===== src/rtl/core/emgtq_pkg.sv =====
package emgtq_pkg;

  localparam int DATA_W = 32;
  localparam int PROD_W = 2 * DATA_W;
  localparam int ACC_W  = PROD_W + 2;
  localparam int TBL_N  = 16;

  // configuration register indexes
  localparam logic [1:0] CFG_COEF_INPUT = 2'd0;
  localparam logic [1:0] CFG_COEF_PREV  = 2'd1;
  localparam logic [1:0] CFG_COEF_PREV2 = 2'd2;

  localparam logic signed [PROD_W-1:0] HALF30 = PROD_W'(64'sd1 <<< 29);
  localparam logic signed [PROD_W-1:0] HALF16 = PROD_W'(64'sd1 <<< 15);

  typedef logic signed [DATA_W-1:0] word_t;
  typedef logic signed [PROD_W-1:0] prod_t;
  typedef logic signed [ACC_W-1:0]  acc_t;

  // per-motor constants: reciprocal norms in Q2.30, active gain integer,
  // passive gain Q16.16
  localparam word_t RECIP_FLEX [TBL_N] = '{
    32'sd1073741824, 32'sd1073741824, 32'sd1073741824, 32'sd2014147109,
    32'sd932553260,  32'sd932553260,  32'sd932553260,  32'sd932553260,
    32'sd932553260,  32'sd932553260,  32'sd932553260,  32'sd932553260,
    32'sd932553260,  32'sd932553260,  32'sd932553260,  32'sd932553260
  };

  localparam word_t RECIP_EXT [TBL_N] = '{
    32'sd1073741824, 32'sd1073741824, 32'sd1073741824, 32'sd1363654844,
    32'sd773923760,  32'sd773923760,  32'sd773923760,  32'sd773923760,
    32'sd773923760,  32'sd773923760,  32'sd773923760,  32'sd773923760,
    32'sd773923760,  32'sd773923760,  32'sd773923760,  32'sd773923760
  };

  localparam word_t GAIN_ACTIVE [TBL_N] = '{
    32'sd0,    32'sd0,    32'sd0,    32'sd1500, 32'sd1500, 32'sd1500, 32'sd1500, 32'sd1500,
    32'sd1500, 32'sd1500, 32'sd1500, 32'sd1500, 32'sd1500, 32'sd1500, 32'sd1500, 32'sd1500
  };

  localparam word_t GAIN_PASSIVE [TBL_N] = '{
    32'sd0,     32'sd0,     32'sd0,     32'sd0,
    32'sd32768, 32'sd32768, 32'sd32768, 32'sd32768,
    32'sd32768, 32'sd32768, 32'sd32768, 32'sd32768,
    32'sd32768, 32'sd32768, 32'sd32768, 32'sd32768
  };

  // clamp a wide signed value to the signed 32-bit range
  function automatic word_t sat32(input acc_t v);
    acc_t hi_lim;
    acc_t lo_lim;
    hi_lim = ACC_W'(64'sd2147483647);
    lo_lim = -ACC_W'(64'sd2147483648);
    if (v > hi_lim) begin
      return word_t'(32'sh7fffffff);
    end else if (v < lo_lim) begin
      return word_t'(32'sh80000000);
    end else begin
      return v[DATA_W-1:0];
    end
  endfunction

endpackage


===== src/rtl/core/emgtq_mul.sv =====
module emgtq_mul
  import emgtq_pkg::*;
(
  input  logic  clk,
  input  word_t op_a,
  input  word_t op_b,
  output prod_t prod_r
);

  // signed 32x32 multiply with the product registered
  always_ff @(posedge clk) begin
    prod_r <= op_a * op_b;
  end

endmodule


===== config.mk =====
export PLATFORM = sky130hd
export DESIGN_NAME = emgtq_mul
export DESIGN_NICKNAME = d
export VERILOG_FILES = /design/src/rtl/core/emgtq_pkg.sv /design/src/rtl/core/emgtq_mul.sv
export SDC_FILE = /design/constraint.sdc
export NUM_CORES = 2
export LEC_CHECK = 0
export BUFFER_PORTS_ARGS = -buffer_cell sky130_fd_sc_hd__buf_2
export CORE_ASPECT_RATIO = 1.4
export CORE_MARGIN = 1.5
export CORE_UTILIZATION = 60
export DETAILED_ROUTE_END_ITERATION = 7
export PLACE_DENSITY = 0.86
export SYNTH_ARGS = -nofsm -noshare
export SYNTH_HDL_FRONTEND = slang
export SYNTH_SLANG_ARGS = --single-unit

===== constraint.sdc =====
create_clock -name clk -period 10.12 [get_ports clk]
set_input_delay 3.036 -clock clk [delete_from_list [all_inputs] [get_ports clk]]
set_output_delay 3.036 -clock clk [all_outputs]
set_load 0.03 [all_outputs]

==> summary.txt <==
Worst setup path
  – Crit path launch type: primary input
  – Crit-path max FO: 15
  – CP arrival: around 11 ns
  – Crit path required time: 10.46 ns
  – Crit end category: flip-flop
  – Buf+Inv Stages, Crit Path: 12
  – Worst setup path class: in2reg
  – CP top delay family: adder cells
  – Slowest-stage cell, CP: fa_1
  – Worst path max stage delay: around 0.56 ns

Clock tree
  – Clock tree root driver cell: clkbuf_16
  – CTS max path bufs: 2
  – CTS buffer count: 9
  – # clock sinks: 64
  – CTS tree: done
  – Worst-path clk slew: about 0.07 ns
  – H-tree levels: 3

Logic synthesis
  – Synth async-reset ratio: 0%
  – Synthesized area: between 30000 and 40000 um2
  – Ys flop type: dfxtp_1
  – Post-Synthesis Cells: slightly below 4000
  – Synth top area share: around 58%
  – Top post-synthesis cells by area: fa_1, inv_1, and2_1
  – Post-synth net total: around 5200
  – Post-synth top area cell: fa_1
  – Post-synthesis area per instance: approximately 9.6 um2
  – #FFs+latches synth: 64
  – Register area share after synthesis: roughly 3.4%
  – EDFF count, synth: 0
  – Yosys cell types: 63
  – Warnings, synthesis: 0

STA
  – Tcrit/Tclk final: 100.6%
  – Worst slew pin tran: between 0.7 and 0.8 ns
  – RSZ-0062 raised after global routing: true
  – Setup violations, final: 1
  – Post-route setup slack: -0.06096 ns
  – Max_slew headroom: between 50% and 60%
  – Hold violation count in the final report: 0
  – Slew Viols, Final: 0
  – Fmax achieved: 0.09822 GHz
  – Min cycle time layout: between 10 and 15 ns

Floorplanning
  – Die height: 297.8 um
  – DIE AREA: around 64000 um2
  – IO Count: approximately 130
  – Core area: just over 60000 um2
  – Die Span X: between 200 and 250 um
  – Initial Util: approximately three fifths
  – FP Rows: around 110

Finish
  – Reg area: roughly 1300 um2
  – Multi-input gate area: 32040 um2
  – Area Growth Syn to Fin: 15.14%
  – Filler cells: slightly below 4000
  – Final Util: a little over two thirds
  – Top Registers: prod_r x64
  – Top reg by flops: prod_r
  – Fin nets: between 5000 and 6000
  – Max FFs per register: 64
  – Post-route design area: roughly 43000 um2
  – Layout cells sized above 1: between 10% and 20%

Global routing
  – Largest net degree at the start of global routing: 25
  – Tot GR Track Use: between 30% and 40%
  – Vias in the first global route: between 30000 and 40000
  – Antenna violations before repair: 8
  – First-pass GRT wire length: 183.6 mm
  – Total gr overflow: 0

Placed design
  – Placed inst area: approximately 42000 um2
  – Gpl congestion: 0.9458
  – Pre-CTS setup slack: -1.050 ns
  – Port Buffers: around 130
  – Hpwl dp: ~95 mm

Worst hold path
  – WHS Endpoint: prod_r[0]
  – Hold crit path type: in2reg
  – Hold_sp: op_a[0]
  – Min-Delay Path Depth: 3

Route
  – 1st-iter DRT viols: around 3100
  – Final ANT Viol Nets: 0
  – DRC: 0
  – Final WL: 119.0 mm
  – Via density: slightly below 6
  – Routed wire per std cell: between 20 and 25 um
  – Pre-antenna DRT Iters: 8
  – Detailed-route via count: approximately 30000

Run status
  – Outcome: finished, violations left
  – Failing checks: setup timing

Run
  – Max cap viols: 0
## synthesized netlist by cell type (2+ instances only)
library cell / number
fa_1: 1082
inv_1: 952
and2_1: 516
nand2_1: 511
clkbuf_1: 195
ha_1: 184
a21oi_1: 68
dfxtp_1: 64
xnor2_1: 53
nor2_1: 42
o21ai_0: 28
a21o_1: 23
xor2_1: 22
nand3_1: 15
o21bai_1: 15
a31oi_1: 12
nand2b_1: 9
and3_1: 7
nand4_1: 7
nor3_1: 6
o31ai_1: 6
a211oi_1: 4
o21a_1: 4
or3_1: 4
a211oi_2: 3
a21boi_0: 3
and4_1: 3
buf_2: 3
nor2b_1: 3
o211ai_1: 3
a21o_2: 2
buf_1: 2
o21ai_2: 2
o22a_1: 2
## what timing repair did
action,4_1_cts,5_1_grt
pin swaps,11,26
setup endpoints to repair,11,25
hold buffers,0,0
resized for setup,49,137
buffers inserted,2,11
## layout by cell type (no fill, tap or decap), drive strengths merged, types with 5 or more instances in the layout
cell    Yosys  layout
or3         5       5
xor2       22      22
xnor2      53      53
a31oi      13      13
buf         5     573
nand2     511     511
ha        184     184
o21ai      31      31
nand3      15      15
diode       0       7
a21oi      68      68
clkbuf    195      19
nor3        7       7
inv       952     950
o31ai       7       7
and3        9       9
nor2       42      42
o21bai     15      15
nand2b      9       9
a21o       25      25
nand4       7       7
dfxtp      64      64
a211oi      8       8
and2      516     516
fa       1082    1082
## layout make-up
cell class	count	area share (%)
multi-input combinational	2668	74.73
clock inverter	6	0.1605
sequential	64	2.988
clock buffer	10	0.5340
tap	817	2.384
inverter	952	8.360
antenna	7	0.04085
timing repair buffer	582	10.81
## worst min-delay path, stage by stage
cell and delay [ns]:
buf_2 0.11, buf_4 0.20, and2_1 0.16
## metal layers
metal | wire [um] | vias up | global-route usage, %
li1 | - | 11850 | -
met1 | 33490 | 14990 | 37.78
met2 | 58610 | 2094 | 63.50
met3 | 11590 | 1017 | 13.84
met4 | 14990 | 12 | 39.35
met5 | 322 | - | 2.586
## cell families after synthesis
family	synth area share [%]
simple gates	15.37
buf+inv	11.62
fa+ha+maj	64.34
compound gates	3.464
flops	3.440
xor+xnor	1.764
## how the worst max path moves through the flow
stage / start / endpoint / cells after the start / slack, ns
detailed placement: op_b[18] / prod_r[63] / 25 / -1.05
finish: op_b[13] / prod_r[62] / 30 / -0.06
CTS: op_a[16] / prod_r[62] / 28 / 0.002
global placement: op_a[11] / prod_r[63] / 26 / -0.85
floorplan: op_b[5] / prod_r[60] / 27 / 0.02
global route: op_b[4] / prod_r[60] / 29 / -0.35
## stage by stage
step | TNS [ns] | hold slack [ns] | std cells
finish | -0.06096 | 3.136 | 5106
CTS | 0 | 3.130 | 5088
global route | -3.566 | 3.145 | 5099
detailed placement | -10.96 | 3.470 | 5070
floorplan | 0 | 3.163 | 3884
global placement | -8.554 | 3.470 | 5070
Power is not shown: default switching activity piles up to over one toggle a cycle in this logic, so the estimate is an artifact.
